[src/hw/rtl/ftc_pkg.sv]
`timescale 1ns / 1ps
// -----------------------------------------------------------------------------
// ftc_pkg: fan thermostat controller shared definitions
// Beat layouts, configuration set, mode and LED codes and the window timer
// step used by the controller engine.
// -----------------------------------------------------------------------------
package ftc_pkg;

   // Configuration register indexes
   localparam int CSR_ADDR_W = 3;
   localparam int CSR_DATA_W = 10;
   localparam logic [CSR_ADDR_W-1:0] CSR_STAND_TYPE     = 3'd0;
   localparam logic [CSR_ADDR_W-1:0] CSR_FAN_TYPE       = 3'd1;
   localparam logic [CSR_ADDR_W-1:0] CSR_HIGH_THRESHOLD = 3'd2;
   localparam logic [CSR_ADDR_W-1:0] CSR_LOW_THRESHOLD  = 3'd3;
   localparam logic [CSR_ADDR_W-1:0] CSR_FAIL_TIMEOUT   = 3'd4;
   localparam logic [CSR_ADDR_W-1:0] CSR_TEST_WINDOW    = 3'd5;

   // Register reset values
   localparam logic       RST_STAND_TYPE     = 1'b0;
   localparam logic       RST_FAN_TYPE       = 1'b1;
   localparam logic [9:0] RST_HIGH_THRESHOLD = 10'd509;
   localparam logic [9:0] RST_LOW_THRESHOLD  = 10'd465;
   localparam logic [7:0] RST_FAIL_TIMEOUT   = 8'd40;
   localparam logic [7:0] RST_TEST_WINDOW    = 8'd50;

   // Stream widths
   localparam int REQ_DATA_W = 16;
   localparam int RSP_DATA_W = 16;
   localparam int RSP_BITS   = 11;

   // Mode codes as reported on the result beat
   localparam logic [2:0] MODE_INIT    = 3'd0;
   localparam logic [2:0] MODE_WAIT_SW = 3'd1;
   localparam logic [2:0] MODE_DIAG    = 3'd2;
   localparam logic [2:0] MODE_HEAT    = 3'd3;
   localparam logic [2:0] MODE_COOL    = 3'd4;

   localparam int ELAPSED_W = 9;

   typedef enum logic [4:0] {
      ST_INIT    = 5'b00001,
      ST_WAIT_SW = 5'b00010,
      ST_DIAG    = 5'b00100,
      ST_HEAT    = 5'b01000,
      ST_COOL    = 5'b10000
   } mode_state_type;

   typedef enum logic [1:0] {
      LM_ON    = 2'd0,
      LM_OFF   = 2'd1,
      LM_BLINK = 2'd2
   } led_mode_type;

   typedef struct packed {
      logic       stand_type;
      logic       fan_type;
      logic [9:0] high_threshold;
      logic [9:0] low_threshold;
      logic [7:0] fail_timeout;
      logic [7:0] test_window;
   } cfg_type;

   // Request beat, last field first so temperature lands in the low bits
   typedef struct packed {
      logic       fan2_pulse;
      logic       fan1_pulse;
      logic       fan2_level;
      logic       fan1_level;
      logic       start_switch;
      logic [9:0] temperature;
   } item_type;

   // Result beat, fan1_on in bit 0
   typedef struct packed {
      logic [2:0] mode_now;
      logic       fan2_failed;
      logic       fan1_failed;
      logic       led_alarm2;
      logic       led_alarm1;
      logic       led_normal2;
      logic       led_normal1;
      logic       fan2_on;
      logic       fan1_on;
   } result_type;

   typedef struct packed {
      logic [ELAPSED_W-1:0] elapsed;
      logic                 idle;
   } timer_type;

   // One step of the window timer: start from idle, else count to the end
   function automatic timer_type timer_step(logic [ELAPSED_W-1:0] elapsed,
                                            logic idle,
                                            logic [ELAPSED_W-1:0] end_v);
      timer_type t;
      if (idle) begin
         t.elapsed = '0;
         t.idle    = 1'b0;
      end else begin
         t.elapsed = elapsed + ELAPSED_W'(1);
         t.idle    = (t.elapsed == end_v);
      end
      return t;
   endfunction

   function automatic logic [2:0] mode_code(mode_state_type m);
      logic [2:0] c;
      unique case (m)
         ST_WAIT_SW: c = MODE_WAIT_SW;
         ST_DIAG:    c = MODE_DIAG;
         ST_HEAT:    c = MODE_HEAT;
         ST_COOL:    c = MODE_COOL;
         default:    c = MODE_INIT;
      endcase
      return c;
   endfunction

endpackage

[src/hw/rtl/ftc_csr.sv]
`timescale 1ns / 1ps
// -----------------------------------------------------------------------------
// ftc_csr: configuration registers
// Holds the six control registers, written through a plain write port.
// -----------------------------------------------------------------------------
module ftc_csr (
   input  logic                                clock,
   input  logic                                reset,
   input  logic                                csr_we,
   input  logic [ftc_pkg::CSR_ADDR_W-1:0]      csr_addr,
   input  logic [ftc_pkg::CSR_DATA_W-1:0]      csr_wdata,
   output ftc_pkg::cfg_type                    cfg
);

   ftc_pkg::cfg_type cfg_ff;

   // Write the addressed register, ignore unused indexes
   always_ff @(posedge clock) begin
      if (reset) begin
         cfg_ff.stand_type     <= ftc_pkg::RST_STAND_TYPE;
         cfg_ff.fan_type       <= ftc_pkg::RST_FAN_TYPE;
         cfg_ff.high_threshold <= ftc_pkg::RST_HIGH_THRESHOLD;
         cfg_ff.low_threshold  <= ftc_pkg::RST_LOW_THRESHOLD;
         cfg_ff.fail_timeout   <= ftc_pkg::RST_FAIL_TIMEOUT;
         cfg_ff.test_window    <= ftc_pkg::RST_TEST_WINDOW;
      end else if (csr_we) begin
         unique case (csr_addr)
            ftc_pkg::CSR_STAND_TYPE:     cfg_ff.stand_type     <= csr_wdata[0];
            ftc_pkg::CSR_FAN_TYPE:       cfg_ff.fan_type       <= csr_wdata[0];
            ftc_pkg::CSR_HIGH_THRESHOLD: cfg_ff.high_threshold <= csr_wdata[9:0];
            ftc_pkg::CSR_LOW_THRESHOLD:  cfg_ff.low_threshold  <= csr_wdata[9:0];
            ftc_pkg::CSR_FAIL_TIMEOUT:   cfg_ff.fail_timeout   <= csr_wdata[7:0];
            ftc_pkg::CSR_TEST_WINDOW:    cfg_ff.test_window    <= csr_wdata[7:0];
            default: ;
         endcase
      end
   end

   assign cfg = cfg_ff;

endmodule

[src/hw/rtl/ftc_engine.sv]
`timescale 1ns / 1ps
// -----------------------------------------------------------------------------
// ftc_engine: per-tick controller state and next-state logic
// Blink phase, fan failure countdowns, window timer and the mode machine.
// The result presented is the state after the tick being stepped.
// -----------------------------------------------------------------------------
module ftc_engine #(
   parameter int TICKS_PER_SECOND = 10,
   parameter int INIT_TICKS       = 10
) (
   input  logic                 clock,
   input  logic                 reset,
   input  logic                 step_en,
   input  ftc_pkg::cfg_type     cfg,
   input  ftc_pkg::item_type    item,
   output ftc_pkg::result_type  result
);

   localparam int PHASE_W = (TICKS_PER_SECOND > 1) ? $clog2(TICKS_PER_SECOND) : 1;
   localparam int EW      = ftc_pkg::ELAPSED_W;

   ftc_pkg::mode_state_type mode_ff, mode_in;
   logic [EW-1:0]           elapsed_ff, elapsed_in;
   logic                    idle_ff, idle_in;
   logic [7:0]              cnt_ff [2];
   logic [7:0]              cnt_in [2];
   logic [1:0]              fail_ff, fail_in;
   logic [1:0]              drive_ff, drive_in;
   ftc_pkg::led_mode_type   led_mode_ff [4];
   ftc_pkg::led_mode_type   led_mode_in [4];
   logic [3:0]              led_level_ff, led_level_in;
   logic [PHASE_W-1:0]      phase_ff, phase_in;
   logic [PHASE_W:0]        phase_inc;

   logic [1:0]              rep_en;
   logic                    rep_blink;
   logic                    force_n2;
   logic [1:0]              fb_level, fb_pulse;
   logic [EW-1:0]           win, win2;

   assign fb_level  = {item.fan2_level, item.fan1_level};
   assign fb_pulse  = {item.fan2_pulse, item.fan1_pulse};
   assign win       = {1'b0, cfg.test_window};
   assign win2      = {cfg.test_window, 1'b0};
   assign phase_inc = {1'b0, phase_ff} + (PHASE_W+1)'(1);

   // Next state for one tick
   always_comb begin
      mode_in      = mode_ff;
      elapsed_in   = elapsed_ff;
      idle_in      = idle_ff;
      fail_in      = fail_ff;
      drive_in     = drive_ff;
      led_level_in = led_level_ff;
      for (int i = 0; i < 4; i++) led_mode_in[i] = led_mode_ff[i];
      for (int f = 0; f < 2; f++) cnt_in[f] = cnt_ff[f];
      rep_en    = 2'b00;
      rep_blink = 1'b0;
      force_n2  = 1'b0;

      // Toggle blinking normal LEDs once a second, keep the pair in step
      if (phase_ff == '0) begin
         for (int i = 0; i < 2; i++) begin
            if (led_mode_ff[i] == ftc_pkg::LM_BLINK) led_level_in[i] = ~led_level_ff[i];
         end
         if (led_mode_ff[0] == ftc_pkg::LM_BLINK && led_mode_ff[1] == ftc_pkg::LM_BLINK &&
             !led_level_in[0] && led_level_in[1]) begin
            led_level_in[0] = 1'b1;
         end
      end
      phase_in = (phase_inc >= (PHASE_W+1)'(TICKS_PER_SECOND)) ? '0 : phase_inc[PHASE_W-1:0];

      // Fan feedback countdowns
      for (int f = 0; f < 2; f++) begin
         if (!cfg.fan_type && fb_pulse[f]) cnt_in[f] = cfg.fail_timeout;
         if (drive_ff[f]) begin
            if (cnt_in[f] != 8'd0) cnt_in[f] = cnt_in[f] - 8'd1;
            if (cfg.fan_type && fb_level[f]) cnt_in[f] = cfg.fail_timeout;
            fail_in[f] = (cnt_in[f] == 8'd0);
         end
      end

      // Mode machine
      unique case (mode_ff)
         ftc_pkg::ST_WAIT_SW: begin
            for (int i = 0; i < 4; i++) led_mode_in[i] = ftc_pkg::LM_OFF;
            led_level_in = 4'b0000;
            if (item.start_switch) mode_in = ftc_pkg::ST_DIAG;
         end
         ftc_pkg::ST_DIAG: begin
            if (!cfg.stand_type) begin
               {elapsed_in, idle_in} = ftc_pkg::timer_step(elapsed_ff, idle_ff, win);
               drive_in = 2'b11;
               led_mode_in[0] = ftc_pkg::LM_BLINK;
               led_mode_in[1] = ftc_pkg::LM_BLINK;
               led_mode_in[2] = ftc_pkg::LM_ON;
               led_mode_in[3] = ftc_pkg::LM_ON;
               led_level_in[3:2] = 2'b11;
               if (idle_in) begin
                  drive_in = 2'b00;
                  rep_en   = 2'b11;
                  mode_in  = ftc_pkg::ST_HEAT;
               end
            end else begin
               {elapsed_in, idle_in} = ftc_pkg::timer_step(elapsed_ff, idle_ff, win2);
               if (elapsed_in < win) begin
                  drive_in = 2'b01;
                  led_mode_in[0] = ftc_pkg::LM_BLINK;
                  for (int i = 1; i < 4; i++) led_mode_in[i] = ftc_pkg::LM_OFF;
                  led_level_in[3:1] = 3'b000;
               end else if (elapsed_in == win) begin
                  rep_en[0] = 1'b1;
               end else begin
                  drive_in = 2'b10;
                  led_mode_in[1] = ftc_pkg::LM_BLINK;
                  led_mode_in[3] = ftc_pkg::LM_ON;
                  led_level_in[3] = 1'b1;
                  if (idle_in) begin
                     drive_in[1] = 1'b0;
                     rep_en[1]   = 1'b1;
                     mode_in     = ftc_pkg::ST_HEAT;
                  end
               end
            end
         end
         ftc_pkg::ST_HEAT: begin
            if (item.temperature < cfg.high_threshold) begin
               drive_in = 2'b00;
            end else if (!cfg.stand_type) begin
               {elapsed_in, idle_in} = ftc_pkg::timer_step(elapsed_ff, idle_ff, win);
               drive_in = 2'b11;
               if (idle_in) begin
                  rep_en    = 2'b11;
                  rep_blink = 1'b1;
                  if (!fail_in[0] || !fail_in[1]) mode_in = ftc_pkg::ST_COOL;
               end
            end else begin
               {elapsed_in, idle_in} = ftc_pkg::timer_step(elapsed_ff, idle_ff, win2);
               rep_blink = 1'b1;
               if (elapsed_in < win) begin
                  drive_in = 2'b01;
               end else if (elapsed_in == win) begin
                  rep_en[0] = 1'b1;
                  if (!fail_in[0]) mode_in = ftc_pkg::ST_COOL;
                  else             drive_in[0] = 1'b0;
               end else begin
                  drive_in[1] = 1'b1;
                  if (idle_in) begin
                     rep_en[1] = 1'b1;
                     if (!fail_in[1]) mode_in = ftc_pkg::ST_COOL;
                     else             drive_in[1] = 1'b0;
                  end
               end
            end
         end
         ftc_pkg::ST_COOL: begin
            if (item.temperature < cfg.low_threshold) begin
               rep_en  = 2'b11;
               idle_in = 1'b1;
               mode_in = ftc_pkg::ST_HEAT;
            end else if (!cfg.stand_type) begin
               drive_in  = 2'b11;
               rep_en    = 2'b11;
               rep_blink = 1'b1;
            end else begin
               {elapsed_in, idle_in} = ftc_pkg::timer_step(elapsed_ff, idle_ff, win);
               if (idle_in) begin
                  rep_en    = 2'b11;
                  rep_blink = 1'b1;
                  // Rotate duty towards the healthy fan, swap if both failed
                  if (!fail_in[0]) begin
                     drive_in = 2'b01;
                     force_n2 = !fail_in[1];
                  end else if (!fail_in[1]) begin
                     drive_in = 2'b10;
                  end else begin
                     drive_in = {drive_ff[0], ~drive_ff[0]};
                  end
               end
            end
         end
         default: begin
            // Init: all LEDs on for the start-up period
            for (int i = 0; i < 4; i++) led_mode_in[i] = ftc_pkg::LM_ON;
            led_level_in = 4'b1111;
            elapsed_in   = elapsed_ff + EW'(1);
            if (elapsed_in >= EW'(INIT_TICKS)) begin
               elapsed_in = '0;
               mode_in    = ftc_pkg::ST_WAIT_SW;
            end
         end
      endcase

      // Report fan health on the normal and alarm LEDs
      for (int f = 0; f < 2; f++) begin
         if (rep_en[f]) begin
            if (!fail_in[f]) begin
               if (rep_blink) begin
                  led_mode_in[f] = ftc_pkg::LM_BLINK;
               end else begin
                  led_mode_in[f]  = ftc_pkg::LM_ON;
                  led_level_in[f] = 1'b1;
               end
               led_mode_in[f+2]  = ftc_pkg::LM_OFF;
               led_level_in[f+2] = 1'b0;
            end else begin
               led_mode_in[f]    = ftc_pkg::LM_OFF;
               led_level_in[f]   = 1'b0;
               led_mode_in[f+2]  = ftc_pkg::LM_ON;
               led_level_in[f+2] = 1'b1;
            end
         end
      end
      if (force_n2) begin
         led_mode_in[1]  = ftc_pkg::LM_ON;
         led_level_in[1] = 1'b1;
      end
   end

   // Advance state on each stepped tick
   always_ff @(posedge clock) begin
      if (reset) begin
         mode_ff      <= ftc_pkg::ST_INIT;
         elapsed_ff   <= '0;
         idle_ff      <= 1'b1;
         fail_ff      <= 2'b11;
         drive_ff     <= 2'b00;
         led_level_ff <= 4'b0000;
         phase_ff     <= '0;
         for (int f = 0; f < 2; f++) cnt_ff[f] <= 8'd0;
         for (int i = 0; i < 4; i++) led_mode_ff[i] <= ftc_pkg::LM_ON;
      end else if (step_en) begin
         mode_ff      <= mode_in;
         elapsed_ff   <= elapsed_in;
         idle_ff      <= idle_in;
         fail_ff      <= fail_in;
         drive_ff     <= drive_in;
         led_level_ff <= led_level_in;
         phase_ff     <= phase_in;
         for (int f = 0; f < 2; f++) cnt_ff[f] <= cnt_in[f];
         for (int i = 0; i < 4; i++) led_mode_ff[i] <= led_mode_in[i];
      end
   end

   // Result of this tick
   always_comb begin
      result.fan1_on     = drive_in[0];
      result.fan2_on     = drive_in[1];
      result.led_normal1 = led_level_in[0];
      result.led_normal2 = led_level_in[1];
      result.led_alarm1  = led_level_in[2];
      result.led_alarm2  = led_level_in[3];
      result.fan1_failed = fail_in[0];
      result.fan2_failed = fail_in[1];
      result.mode_now    = ftc_pkg::mode_code(mode_in);
   end

   // Hold state between ticks
   a_hold_idle: assert property (@(posedge clock) disable iff (reset)
      !step_en |=> $stable(mode_ff) && $stable(elapsed_ff))
      else $error("controller state moved without a tick");

   // Start-up count never reaches its end while still in init
   a_init_count: assert property (@(posedge clock) disable iff (reset)
      mode_ff == ftc_pkg::ST_INIT |-> elapsed_ff < EW'(INIT_TICKS))
      else $error("init count overran");

   // An undriven fan keeps its failure status
   a_fail_hold: assert property (@(posedge clock) disable iff (reset)
      step_en && !drive_ff[0] |=> fail_ff[0] == $past(fail_ff[0]))
      else $error("fan 1 status changed while not driven");

endmodule

[src/hw/rtl/fan_thermostat_controller_core.sv]
`timescale 1ns / 1ps
// Flow: a request beat is captured in the request register; when the engine steps
// it, the result register is loaded and the result beat is offered from it.
// Throughput: one tick per cycle; the engine steps whenever a beat waits and the result
// register is empty or being drained, so the pipeline never bubbles.
// Reset: synchronous, active high; configuration, valid flag and engine registers
// return to defaults; the mode machine restarts in init with both fans marked failed.
// -----------------------------------------------------------------------------
// fan_thermostat_controller_core: fan thermostat controller top level
// Request register, controller engine, result register and configuration.
// -----------------------------------------------------------------------------
module fan_thermostat_controller_core #(
   parameter int TICKS_PER_SECOND = 10,
   parameter int INIT_TICKS       = 10
) (
   input  logic                             clock,
   input  logic                             reset,
   // Request: temperature[9:0], start_switch, fan1_level, fan2_level,
   // fan1_pulse, fan2_pulse
   input  logic                             req_tvalid,
   output logic                             req_tready,
   input  logic [ftc_pkg::REQ_DATA_W-1:0]   req_tdata,
   // Result: fan1_on, fan2_on, led_normal1, led_normal2, led_alarm1,
   // led_alarm2, fan1_failed, fan2_failed, mode_now[2:0], zero pad
   output logic                             rsp_tvalid,
   input  logic                             rsp_tready,
   output logic [ftc_pkg::RSP_DATA_W-1:0]   rsp_tdata,
   input  logic                             csr_we,
   input  logic [ftc_pkg::CSR_ADDR_W-1:0]   csr_addr,
   input  logic [ftc_pkg::CSR_DATA_W-1:0]   csr_wdata
);

   ftc_pkg::cfg_type    cfg;
   ftc_pkg::item_type   item_ff;
   ftc_pkg::result_type res_next;
   ftc_pkg::result_type res_ff;
   logic                in_valid_ff;
   logic                out_valid_ff;
   logic                advance;

   ftc_csr u_csr (
      .clock     (clock),
      .reset     (reset),
      .csr_we    (csr_we),
      .csr_addr  (csr_addr),
      .csr_wdata (csr_wdata),
      .cfg       (cfg)
   );

   // Step the engine when a beat waits and the result slot is free
   assign advance    = in_valid_ff && (!out_valid_ff || rsp_tready);
   assign req_tready = !in_valid_ff || advance;

   ftc_engine #(
      .TICKS_PER_SECOND (TICKS_PER_SECOND),
      .INIT_TICKS       (INIT_TICKS)
   ) u_engine (
      .clock   (clock),
      .reset   (reset),
      .step_en (advance),
      .cfg     (cfg),
      .item    (item_ff),
      .result  (res_next)
   );

   // Hold valid flags
   always_ff @(posedge clock) begin
      if (reset) begin
         in_valid_ff  <= 1'b0;
         out_valid_ff <= 1'b0;
      end else begin
         if (req_tready) in_valid_ff <= req_tvalid;
         if (advance)         out_valid_ff <= 1'b1;
         else if (rsp_tready) out_valid_ff <= 1'b0;
      end
   end

   // Capture request and result beats
   always_ff @(posedge clock) begin
      if (req_tvalid && req_tready) begin
         item_ff <= ftc_pkg::item_type'(req_tdata[$bits(ftc_pkg::item_type)-1:0]);
      end
      if (advance)                  res_ff  <= res_next;
   end

   assign rsp_tvalid = out_valid_ff;
   assign rsp_tdata  = {{(ftc_pkg::RSP_DATA_W - ftc_pkg::RSP_BITS){1'b0}}, res_ff};

   // Requests back up only when both stages are full and the result stalls
   a_ready: assert property (@(posedge clock) disable iff (reset)
      !req_tready |-> in_valid_ff && out_valid_ff && !rsp_tready)
      else $error("request side stalled without a full pipeline");

   // Every engine step presents a result beat
   a_step_out: assert property (@(posedge clock) disable iff (reset)
      advance |=> rsp_tvalid)
      else $error("stepped tick produced no result beat");

   // Hold the result beat while the receiver stalls
   a_rsp_hold: assert property (@(posedge clock) disable iff (reset)
      rsp_tvalid && !rsp_tready |=> rsp_tvalid && $stable(rsp_tdata))
      else $error("result beat changed while stalled");

endmodule
[config.mk]
export PLATFORM = sky130hd
export DESIGN_NAME = fan_thermostat_controller_core
export DESIGN_NICKNAME = d
export VERILOG_FILES = /design/src/hw/rtl/ftc_pkg.sv /design/src/hw/rtl/ftc_csr.sv /design/src/hw/rtl/ftc_engine.sv /design/src/hw/rtl/fan_thermostat_controller_core.sv
export SDC_FILE = /design/constraint.sdc
export NUM_CORES = 1
export LEC_CHECK = 0
export BUFFER_PORTS_ARGS = -buffer_cell sky130_fd_sc_hd__clkbuf_2
export CAP_MARGIN = 20
export CORE_MARGIN = 8
export CORE_UTILIZATION = 40
export CTS_CLUSTER_DIAMETER = 40
export CTS_CLUSTER_SIZE = 20
export DETAILED_ROUTE_END_ITERATION = 8
export GPL_TIMING_DRIVEN = 0
export PLACE_DENSITY = 0.59
export SLEW_MARGIN = 25
export SYNTH_ARGS = -nofsm -noshare
export SYNTH_HDL_FRONTEND = slang
export SYNTH_HIERARCHICAL = 1
export SYNTH_SLANG_ARGS = --single-unit
[constraint.sdc]
create_clock -name clock -period 9.6 [get_ports clock]
set_input_delay 1.44 -clock clock [delete_from_list [all_inputs] [get_ports clock]]
set_output_delay 1.44 -clock clock [all_outputs]
set_load 0.03 [all_outputs]
After elaboration in Yosys (flattened, before gate mapping)
Memory sizes are Yosys's and may differ from the RTL's.
Index checks and enable logic that the tools add are counted.
{"block": "op_classes", "n_addsub": 4, "magnitude_cmp": 6, "n_eq_ne": 27, "mux": 161, "bitwise_logic": 10, "n_reduce_logical": 38}
{"op": "$mux 10", "count": 13}
{"op": "$mux 8", "count": 13}
{"op": "$mux 2", "count": 43}
{"op": "$mux 5", "count": 17}
{"op": "$mux 1", "count": 58}
{"op": "$mux 9", "count": 6}
{"op": "$pmux 9 s4", "count": 1}
{"op": "$eq 9x8->1", "count": 3}
{"op": "$pmux 8 s3", "count": 1}
{"op": "$lt 10x10->1", "count": 2}
{"op": "$pmux 5 s4", "count": 1}
{"op": "$lt 9x8->1", "count": 2}
{"op": "$logic_not 8->1", "count": 2}
{"op": "$reduce_bool 8->1", "count": 2}
{"op": "$sub 8x1->8 const B", "count": 2}
{"op": "$pmux 2 s3", "count": 2}
{"op": "$pmux 3 s4", "count": 1}
{"op": "$reduce_and 2->1", "count": 6}
{"op": "$eq 5x2->1 const B", "count": 2}
{"op": "$eq 5x3->1 const B", "count": 2}
{"op": "$eq 5x4->1 const B", "count": 2}
{"op": "$eq 5x5->1 const B", "count": 2}
{"op": "$ne 2x2->1 const B", "count": 5}
{"op": "$add 9x1->9 const B", "count": 1}
{"op": "29 further kinds", "count": 57}
{"block": "word_totals", "reg_bits": 93, "mem_bits_rw": 24, "in_bits": 34, "word_cells": 278, "n_memories": 2}
{"memory": "u_engine.cnt_ff", "words": 2, "width": 8, "read_ports": 2, "rd_clocked_by_memory_dff": 0, "write_ports": 2, "line": "ftc_engine.sv:25", "text": "logic [7:0] cnt_ff [2];"}
{"memory": "u_engine.led_mode_ff", "words": 4, "width": 2, "read_ports": 2, "rd_clocked_by_memory_dff": 0, "write_ports": 4, "line": "ftc_engine.sv:29", "text": "ftc_pkg::led_mode_type led_mode_ff [4];"}

Longest topological paths before layout
Gate-level depths: netlist (run 1).
{"block": "depth", "ltp_word": 18, "ltp_mapped": 15}

Modules after synthesis
The synthesis (run 1) kept the hierarchy.
{"mod": "ftc_engine", "n_inst": 1, "cells_each": 668, "area_each_um2": 5142.4, "seq_area_each_um2": 1141.1}
{"mod": "ftc_csr", "n_inst": 1, "cells_each": 153, "area_each_um2": 1575.3, "seq_area_each_um2": 760.7}
{"mod": "fan_thermostat_controller_core", "n_inst": 1, "cells_each": 42, "area_each_um2": 925.9, "seq_area_each_um2": 820.8}

Worst setup path before layout (run 1)
No wires, ideal clock.
{"block": "synth_path", "path_type": "register -> register", "start": "reg u_engine.elapsed_ff[0]", "end": "reg res_ff, in the netlist rsp_tdata[8], data pin", "setup_ns": 0.269, "t_arrival_ns": 3.540, "required_time_ns": 9.331, "path_slack_ns": 5.792, "path_stages_with_launch": 15, "cell_sequence": "dfxtp_1 > ha_1 > and3_1 > xnor2_1 > nor2_1 > ha_1 > nand3_1 > o21bai_1 > a31oi_1 > a2111oi_1 > nand2b_1 > o22ai_1 > a221o_1 > a31oi_1 > mux2i_1"}
{"item": "start, declared", "line": "ftc_engine.sv:23", "text": "logic [EW-1:0] elapsed_ff, elapsed_in;"}
{"item": "start signal, assigned", "line": "ftc_engine.sv:234", "text": "elapsed_ff <= elapsed_in;"}
{"item": "end signal, assigned", "line": "fan_thermostat_controller_core.sv:83", "text": "if (advance) res_ff <= res_next;"}
{"item": "end, declared", "line": "fan_thermostat_controller_core.sv:36", "text": "ftc_pkg::result_type res_ff;"}

==> flow_summary.toml, run 1 <==
[pwr]
internal_power_mw = 0.9514
peakVddDrop_v = 0.0001249
p_total_mw = 1.280
seqPwrFrac_pct = 41.6
p_sw_mw = 0.3288
p_clk_share_pct = 47.0
p_leak_nw = 3.471
power_density_nw_per_um2 = 146.4
p_comb_share_pct = 11.4
switching_share_pct = 25.69

[layout]
instances_no_fill = 1177
drive_gt1_share_pct = 12.83
areaGrowthSynthToFinish_pct = 14.39
nNetsFinal = 997
final_cell_area_um2 = 8743
fill_cells = 1845
n_antenna_cell = 0
ff_latch_area_um2 = 2723
multi_input_area_um2 = 4543

[die]
coreArea_um2 = 18710
die-area_um2 = 23790
io_pins = 52
dieWidth_um = 154.2
die_h_um = 154.2
start_util_pct = 40.86
rows = 50

[yosys]
synth.distinct_cells = 88
synth.avg_cell_area_um2 = 8.857
async_flop_share_pct = 0
synth_edf_count = 46
ys.flop_type = "dfxtp_1"
synth_area_um2 = 7644
synth.yosys.seq_area_share_pct = 35.62
ys_warn_count = 6
synthCells = 863
synth-seq-cells = 113

[place]
hpwlAfterDp_um = 15300
placed_cell_area_um2 = 8183
gp_congestion = 0.8619
place_inst = 1145
port_buffers = 44

[cts]
cts.sinks = 113
cts_buffers = 17
postCtsSetupBuffers = 0
cts_resized = 0
htree_num_levels = 4
root_buffer = "clkbuf_16"
clock_latency_ns = 0.42
cts.clk_slew.worst_paths_ns = 0.06
cts_tree = "yes"
cts.path.max_buffers = 2
hold_buffers = 0

[routing]
drt-met1-wl_um = 9386
dr.first_iter.drc_count = 391
drcViolationCount = 0
drtAntennaViolNets = 0
wl_met2_um = 9611
dr.pass1.iters = 5
highest_layer = "met4"
routedWlPerCell_um = 17.18
wl_met3_um = 944
drt-total-wl_um = 20220
vias = 6556
viasPerCell = 5.570

[global_routing]
antenna_found_initial = 0
grt_pass1_vias = 6434
grt.total_usage_pct = 17.22
grt_pass1_wl_um = 33190
grt_max_degree = 21
gr-total-overflow = 0

[sta]
setup_violations = 0
finalMaxSlewViolations = 0
setup_tns_ns = 0
fmax_mhz = 226.3
skew_ns = 0.009634
worstMarginPinSlew_ns = 0.9452
rsz0062_at_grt = "no"
fin_crit_sh_pct = 46.03
relSlewSlack_pct = 36.92
hold_viol_final = 0
min_period_ns = 4.419

[status]
status = "finished, final reports clean"

[critical_path]
crit_buf_inv = 0
worstPathRequired_ns = 9.72
crit_slowest_cell = "o211ai_1"
crit_path_end_kind = "flip-flop"
critPathKind = "reg2reg"
crit_fanout = 8
max_stage_delay_ns = 0.58
crit_chain = "ha_1 -> nand3_1 -> nor2_1 -> xnor2_1 -> nor2_1 -> ha_1 -> nand3_1 -> nor3_1 -> a21boi_0 -> o311ai_0 -> o211ai_1 -> o21ai_0 -> nand2_1"
start_kind = "flip-flop"
critPathArrivalTime_ns = 4.54
crit_family = "compound AO/OA/AOI/OAI gates"

[min_path]
hold_class = "reg2reg"

[flow_run]
cap_violations = 0
path summary, 6_finish.rpt:
path                          startpoint                         end  slack [ns]  depth (start not counted)
setup / recovery  u_engine/elapsed_ff[0]  u_engine/led_mode_ff[0][0]        5.18                         13
hold / removal             u_csr/cfg[14]               u_csr/cfg[14]        0.47                          2
setup reg to reg  u_engine/elapsed_ff[0]  u_engine/led_mode_ff[0][0]        5.18                         13
hold reg to reg            u_csr/cfg[14]               u_csr/cfg[14]        0.47                          2
power by group through the flow:
stage               Sequential [mW]  Combinational (mW)  Clock [mW]
floorplan                     0.539               0.104           0
global placement              0.542               0.143           0
detailed placement            0.542               0.145           0
CTS                           0.532               0.145       0.615
global route                  0.535               0.161       0.637
finish                        0.533               0.145       0.602
tightest hold or removal path, delay by kind of cell (launching register included):
kind | cells | cell delay, ns
multiplexers | 1 | 0.06
AND/OR/NAND/NOR | 1 | 0.06
flip-flops | 1 | 0.31
metal layers:
| metal | global-route usage, % | vias up |
|---|---|---|
| met4 | 4.900 | 0 |
| met3 | 3.789 | 29 |
| li1 | - | 3247 |
| met5 | 0 | - |
| met1 | 21.62 | 3102 |
| met2 | 29.13 | 178 |
cell usage in the layout, fill, tap and decap left out, drive strengths merged, types with 5 or more instances in the layout:
master,Yosys,routed
nand2,49,49
nand3,11,11
clkbuf,27,94
a221oi,7,7
xnor2,21,21
nor3b,6,6
conb,1,5
dfxtp,67,67
a21o,5,5
nor2,120,120
xor2,5,5
and4,5,5
o21ai,48,48
edfxtp,46,46
nor4,6,6
and2,12,12
o31a,5,5
or3,9,9
a21oi,48,48
ha,33,33
a31oi,7,7
o211ai,12,12
mux2i,68,68
nor3,14,14
mux2,7,7
inv,48,49
nand2b,41,41
a211oi,14,14
nand3b,8,8
buf,18,18
a311oi,6,6
or2,6,6
nor2b,12,12
nand4,6,6
final cells by class:
type	count	area share, %
Clock inverter	9	0.9302
Buffer	45	2.562
Inverter	48	2.061
Multi-Input combinational cell	661	51.96
Clock buffer	23	5.481
Timing Repair Buffer	44	2.519
Sequential cell	113	31.14
Tap cell	234	3.349
sequential cells by signal (all words and copies together) (netlist names):
signal / cells
in_valid_ff: 1
item_ff: 15
rsp_tdata: 11
rsp_tvalid: 1
u_csr/cfg: 38
u_engine/cnt_ff: 16
u_engine/drive_ff: 2
u_engine/elapsed_ff: 9
u_engine/fail_ff: 2
u_engine/idle_ff: 1
u_engine/led_level_ff: 4
u_engine/led_mode_ff: 4
u_engine/mode_ff: 5
u_engine/phase_ff: 4
through the flow:
step / setup slack, ns / util, % / hold WS (ns)
6_report: 5.181 / 46.74 / 0.4725
5_1_grt: 4.774 / 46.74 / 0.4891
4_1_cts: 5.260 / 46.74 / 0.4738
3_5_place_dp: 5.274 / 43.75 / 0.4600
3_3_place_gp: 4.956 / 43.69 / 0.4597
2_1_floorplan: 5.792 / - / 0.4475
cell usage after synthesis, types with 8 or more instances:
cell	n	area (µm²)
xnor2_1	21	183.9
nand2b_1	41	256.5
mux2i_1	68	680.7
a211oi_1	14	105.1
buf_2	8	40.04
nor2_1	120	450.4
o21ai_0	45	225.2
clkbuf_1	27	101.4
inv_1	47	176.4
edfxtp_1	46	1381
nor2b_1	12	75.07
and2_1	9	56.30
ha_1	33	412.9
nor3_1	13	65.06
nand3_1	11	55.05
a21oi_1	47	235.2
or3_1	8	50.05
o211ai_1	12	90.09
nand2_1	49	183.9
dfxtp_1	67	1341
logic make-up (layout without fill, tap and decap cells):
group / after synthesis / in the layout / synth area share, %
and+or+nand+nor: 328 / 328 / 23.15
AOI/OAI and AO/OA: 191 / 191 / 16.65
DFF: 113 / 113 / 35.62
buffers and inverters: 93 / 169 / 5.287
muxes: 75 / 75 / 9.985
adders and majority gates: 33 / 33 / 5.402
xor gates and xnor gates: 29 / 29 / 3.863
other: 1 / 5 / 0.04906
(Power assumes the default switching activity.)
==> run 2: changes to the inputs <==
Clock period 9.6 ns to 4.2 ns, I/O delays scaled along.
==> run 2 against run 1 <==
Clock skew grew 0.0013 ns. Sequential share of layout area is 0.31 points lower. Core utilization up 0.47 points. Via count up 0.52%. Non-clock buffer count is 6 higher. Setup slack lost 5.0 ns. Register-to-register slack lost 5.0 ns. Highest routed layer unchanged.
==> flow_summary.toml, run 2 (synthesis results as in run 1) <==
[layout]
instances_no_fill = 1183
multi_input_area_um2 = 4586
layout_common_cells = "nor2_1, mux2i_1, dfxtp_1"
ff_latch_area_um2 = 2723
layout_commonest_cell = "nor2_1"
nNetsFinal = 1003
final_cell_area_um2 = 8831
drive_gt1_share_pct = 14.01
areaGrowthSynthToFinish_pct = 15.53
n_antenna_cell = 0
fill_cells = 1839
largest_reg_flops = 38

[place]
gp_congestion = 0.8619
place_inst = 1145
port_buffers = 44
hpwlAfterDp_um = 15300
placed_cell_area_um2 = 8183

[cts]
htree_num_levels = 4
cts_buffers = 17
root_buffer = "clkbuf_16"
clock_latency_ns = 0.42
cts.clk_slew.worst_paths_ns = 0.06
cts.sinks = 113
cts_tree = "yes"
cts.path.max_buffers = 2
hold_buffers = 0

[pwr]
p_total_mw = 2.929
p_leak_nw = 3.518
p_clk_share_pct = 47.0
switching_share_pct = 25.73
p_sw_mw = 0.7536
p_comb_share_pct = 11.4
peakVddDrop_v = 0.0002863
power_density_nw_per_um2 = 331.7
seqPwrFrac_pct = 41.6
internal_power_mw = 2.176

[die]
dieWidth_um = 154.2
coreArea_um2 = 18710
io_pins = 52
die-area_um2 = 23790
rows = 50
start_util_pct = 40.86
die_h_um = 154.2

[sta]
setup_violations = 0
worstMarginPinSlew_ns = 0.9301
fmax_mhz = 249.1
hold_viol_final = 0
finalMaxSlewViolations = 0
setup_tns_ns = 0
holdWs_ns = 0.3819
relSlewSlack_pct = 37.92
fin_crit_sh_pct = 95.60
skew_ns = 0.01090
min_period_ns = 4.015

[routing]
drtAntennaViolNets = 0
dr.pass1.iters = 5
dr.first_iter.drc_count = 362
viasPerCell = 5.571
drt-total-wl_um = 20330
vias = 6590
routedWlPerCell_um = 17.19
drcViolationCount = 0

[critical_path]
crit_chain = "nor2b_1 -> buf_2 -> mux2_2 -> inv_1 -> ha_1 -> inv_1 -> nor3_2 -> mux2i_1 -> o221ai_1 -> and4b_1 -> nor2_2 -> inv_2 -> or4_4 -> nand2_1 -> o31a_1"
critPathKind = "reg2reg"
crit_fanout = 10
crit_path_end_kind = "flip-flop"
crit_top_cell = "inv_1"
critPathArrivalTime_ns = 4.13
start_kind = "flip-flop"
crit_slowest_cell = "or4_4"
worstPathRequired_ns = 4.32
max_stage_delay_ns = 0.55

[global_routing]
grt_max_degree = 21
grt.total_usage_pct = 17.23
antenna_found_initial = 0
grt_pass1_wl_um = 33220
gr-total-overflow = 0
grt_pass1_vias = 6442

[flow_run]
cap_violations = 0

[min_path]
hold_class = "in2reg"

[status]
status = "finished, final reports clean"
run 2: worst paths after layout:
check	startpoint	endpoint	slack (ns)	cells past startpoint
max reg2reg	item_ff[13]	u_engine/led_mode_ff[0][3]	0.18	15
min reg2reg	u_csr/cfg[14]	u_csr/cfg[14]	0.47	2
max	item_ff[13]	u_engine/led_mode_ff[0][3]	0.18	15
min	req_tdata[2]	item_ff[2]	0.38	1
run 2: power groups by stage:
stage / combinational [mW] / sequential (mW) / clock [mW]
after floorplan: 0.238 / 1.23 / 0
final: 0.335 / 1.22 / 1.38
after detailed placement: 0.330 / 1.24 / 0
after CTS: 0.333 / 1.22 / 1.41
after global routing: 0.371 / 1.22 / 1.46
after global placement: 0.327 / 1.24 / 0
run 2: stage by stage:
stage	worst slack (ns)	util, %
floorplan	0.3919	-
global placement	-0.4438	43.69
detailed placement	-0.1258	43.75
CTS	-0.002793	46.89
global route	-0.0007150	47.21
finish	0.1849	47.21
run 2: layout make-up:
cell class                 count  area share [%]
buffer                        45           2.536
clock buffer                  23           5.426
clock inverter                 9          0.9209
inverter                      48           2.040
multi-input combinational    661           51.93
sequential                   113           30.83
tap                          234           3.315
timing repair buffer          50           3.004
run 2: critical path: cells and delay by family, from the launching register on:
kind / cells / cell delay [ns]
and+or+nand+nor: 6 / 1.54
muxes: 2 / 0.72
buffers and inverters: 4 / 0.51
adders and majority gates: 1 / 0.24
DFF: 1 / 0.36
AOI/OAI and AO/OA: 2 / 0.34
run 2: per-layer routing:
layer	wire [µm]	global-route usage, %	vias to the layer above	share of wire (%)
li1	-	-	3258	-
met1	9360	21.61	3125	46
met2	9695	29.19	184	48
met3	1020	3.789	23	5.0
met4	255	4.900	0	1.3
met5	0	0	-	0
run 2: timing repair:
action                     CTS  global route
setup endpoints to repair   11            21
hold endpoints to repair     0             0
setup buffers                2             4
pin swaps                    2             2
resized for setup            1             8
==> run 3: changes to the inputs <==
Settings changed: ABC_AREA set to 1, CAP_MARGIN 20 to not set.
==> run 3 against run 2 <==
Wire length increased by 0.60%. Core utilization decreased by 0.80 points. Flip-flop and latch count unchanged. Synthesized area decreased by 2.2%. Setup slack improved by 0.31 ns. Clock skew decreased by 0.0017 ns. First-iteration DRC count increased by 39%. Maximum frequency increased by 8.5%. Power increased by 3.7%. Highest routed layer unchanged.
==> flow_summary.toml, run 3 <==
[place]
port_buffers = 45
place_inst = 1358
gp_congestion = 0.9069
hpwlAfterDp_um = 15440

[pwr]
p_sw_mw = 0.8513
seqPwrFrac_pct = 40.4
p_comb_share_pct = 14.2
power_density_nw_per_um2 = 353.4
p_leak_nw = 4.256
internal_power_mw = 2.186
peakVddDrop_v = 0.0002847
switching_share_pct = 28.03
p_clk_share_pct = 45.5

[layout]
layout_commonest_cell = "nand2_1"
areaGrowthSynthToFinish_pct = 14.98
layout_common_cells = "nand2_1, inv_1, nand3_1"
n_antenna_cell = 0
largest_reg_flops = 38
fill_cells = 1895
instances_no_fill = 1390
drive_gt1_share_pct = 13.93
nNetsFinal = 1210

[critical_path]
reg2reg_to = "u_engine/led_mode_ff[0][0]"
worstPathRequired_ns = 4.30
r2r_slack_ns = 0.50
crit_path_end_kind = "flip-flop"
critPathArrivalTime_ns = 3.80
r2r-start = "u_engine/elapsed_ff[0]"
critPathKind = "reg2reg"
crit_fanout = 6
start_kind = "flip-flop"
r2r_cells = 21

[yosys]
muxShareOfSynthArea_pct = 0
synth_top_family_by_area = "simple AND/OR/NAND/NOR gates"
synth_area_leaders = "edfxtp_1, dfxtp_1, nand2_1, inv_1, nand3_1"
synthXorXnorAreaFrac_pct = 1.172
synthAdderAreaFrac_pct = 5.524
synth_top_area_share_pct = 18.48
synth.avg_cell_area_um2 = 6.960
synth-compound-area-share_pct = 11.18
synth-seq-cells = 113
ys.flop_type = "dfxtp_1"
synthSimpleGateAreaFrac_pct = 35.02
ys_top_cells_by_count = "nand2_1, inv_1, nand3_1, nor2_1, dfxtp_1"
async_flop_share_pct = 0
synth_edf_count = 46
synth.distinct_cells = 47
ys_warn_count = 6
synth_most_common_cell = "nand2_1"
synthCells = 1074
synth.yosys.seq_area_share_pct = 36.42
synth_top_cell_by_area = "edfxtp_1"
synth_area_um2 = 7475

[routing]
routedWlPerCell_um = 14.71
vias = 7110
viasPerCell = 5.115
drt-total-wl_um = 20450
dr.pass1.iters = 5
drcViolationCount = 0
drtAntennaViolNets = 0
dr.first_iter.drc_count = 504

[flow_run]
cap_violations = 0

[die]
die-area_um2 = 23320
coreArea_um2 = 18520
rows = 50
die_h_um = 152.7
dieWidth_um = 152.7
start_util_pct = 40.36
io_pins = 52

[global_routing]
grt_pass1_wl_um = 33190
grt_pass1_vias = 6830
gr-total-overflow = 0
grt.total_usage_pct = 17.50
antenna_found_initial = 0
grt_max_degree = 26

[sta]
min_period_ns = 3.701
worstMarginPinSlew_ns = 1.008
skew_ns = 0.009242
hold_viol_final = 0
fmax_mhz = 270.2
fin_crit_sh_pct = 88.13
setup_tns_ns = 0
relSlewSlack_pct = 32.18
rsz0062_at_grt = "no"
setup_violations = 0
finalMaxSlewViolations = 0
holdWs_ns = 0.3827

[cts]
cts.clk_slew.worst_paths_ns = 0.06
htree_num_levels = 4
cts.path.max_buffers = 2
cts_resized = 0
root_buffer = "clkbuf_16"
cts_buffers = 17
postCtsSetupBuffers = 0
clock_latency_ns = 0.42
hold_buffers = 0
cts.sinks = 113
cts_tree = "yes"

[status]
status = "finished, final reports clean"

[min_path]
min_from = "req_tdata[0]"
min_to = "item_ff[0]"
hold_class = "in2reg"
holdPathStages = 1
==> run 3: cell type report <==
cell class,instances,area [µm²],area share [%]
Buffer,28,172.7,2.009
Clock buffer,21,471.7,5.488
Clock inverter,11,87.58,1.019
Inverter,166,623.1,7.250
Multi-Input combinational cell,771,3988,46.40
Sequential cell,113,2723,31.68
Tap cell,234,292.8,3.407
Timing Repair Buffer,46,236.5,2.751
==> run 3: through the flow <==
step	cell area [µm²]	utilization [%]	setup WS, ns	total power, mW
after floorplan	7490	-	1.250	1.552
after global placement	8008	43.24	0.03851	1.670
after detailed placement	8024	43.33	0.5807	1.676
after CTS	8583	46.35	0.5560	3.061
after global routing	8594	46.41	0.1336	3.168
final	8594	46.41	0.4987	3.038
==> run 3: cells by family (layout without fill, tap and decap cells) <==
family / count (synthesis) / count (layout)
AO/OA/AOI/OAI: 139 / 139
XOR/XNOR: 10 / 10
adder cells (fa/ha/maj): 33 / 33
buffers and inverters: 194 / 272
flip-flops: 113 / 113
other: 1 / 5
AND/OR/NAND/NOR: 584 / 584
==> run 3: power by group through the flow <==
stage	Combinational, mW	Sequential (mW)	Clock [mW]
floorplan	0.306	1.25	0
global route	0.485	1.23	1.45
detailed placement	0.426	1.25	0
finish	0.430	1.23	1.38
global placement	0.422	1.25	0
CTS	0.429	1.23	1.41
==> run 3: routing by layer <==
metal / part of all wire [%] / wire length, µm / vias up / track usage [%]
met3: 5.7 / 1161 / 34 / 4.368
li1: - / - / 3629 / -
met4: 1.8 / 375 / 0 / 6.268
met2: 46 / 9308 / 185 / 28.22
met1: 47 / 9606 / 3262 / 22.29
met5: 0 / 0 / - / 0
==> run 3: worst max-delay path by stage <==
stage               slack, ns  cells after the start                          to                    from
global route             0.13                     21  u_engine/led_mode_ff[0][0]  u_engine/elapsed_ff[0]
detailed placement       0.58                     21  u_engine/led_mode_ff[0][0]  u_engine/elapsed_ff[0]
floorplan                1.25                     21  u_engine/led_mode_ff[0][0]  u_engine/elapsed_ff[0]
finish                   0.50                     21  u_engine/led_mode_ff[0][0]  u_engine/elapsed_ff[0]
global placement         0.04                      6      u_engine/cnt_ff[0][15]              rsp_tready
CTS                      0.56                     21  u_engine/led_mode_ff[0][0]  u_engine/elapsed_ff[0]
==> run 3: worst max-delay path, cell delays in order (launching register included) <==
cell and delay [ns]:
dfxtp_1 0.46, ha_1 0.21, nand2_1 0.10, nor2_1 0.18, nand2_1 0.09, nand2_1 0.19, nor2_1 0.10, ha_1 0.34
nand4_1 0.12, nor2_1 0.10, nor2_1 0.05, o21ai_0 0.13, nand2_1 0.10, nand3_1 0.14, nand2_1 0.16, nor2_1 0.21
o21ai_0 0.12, nand2_1 0.16, inv_1 0.09, nand2_1 0.08, nor3_1 0.05, a21oi_1 0.23
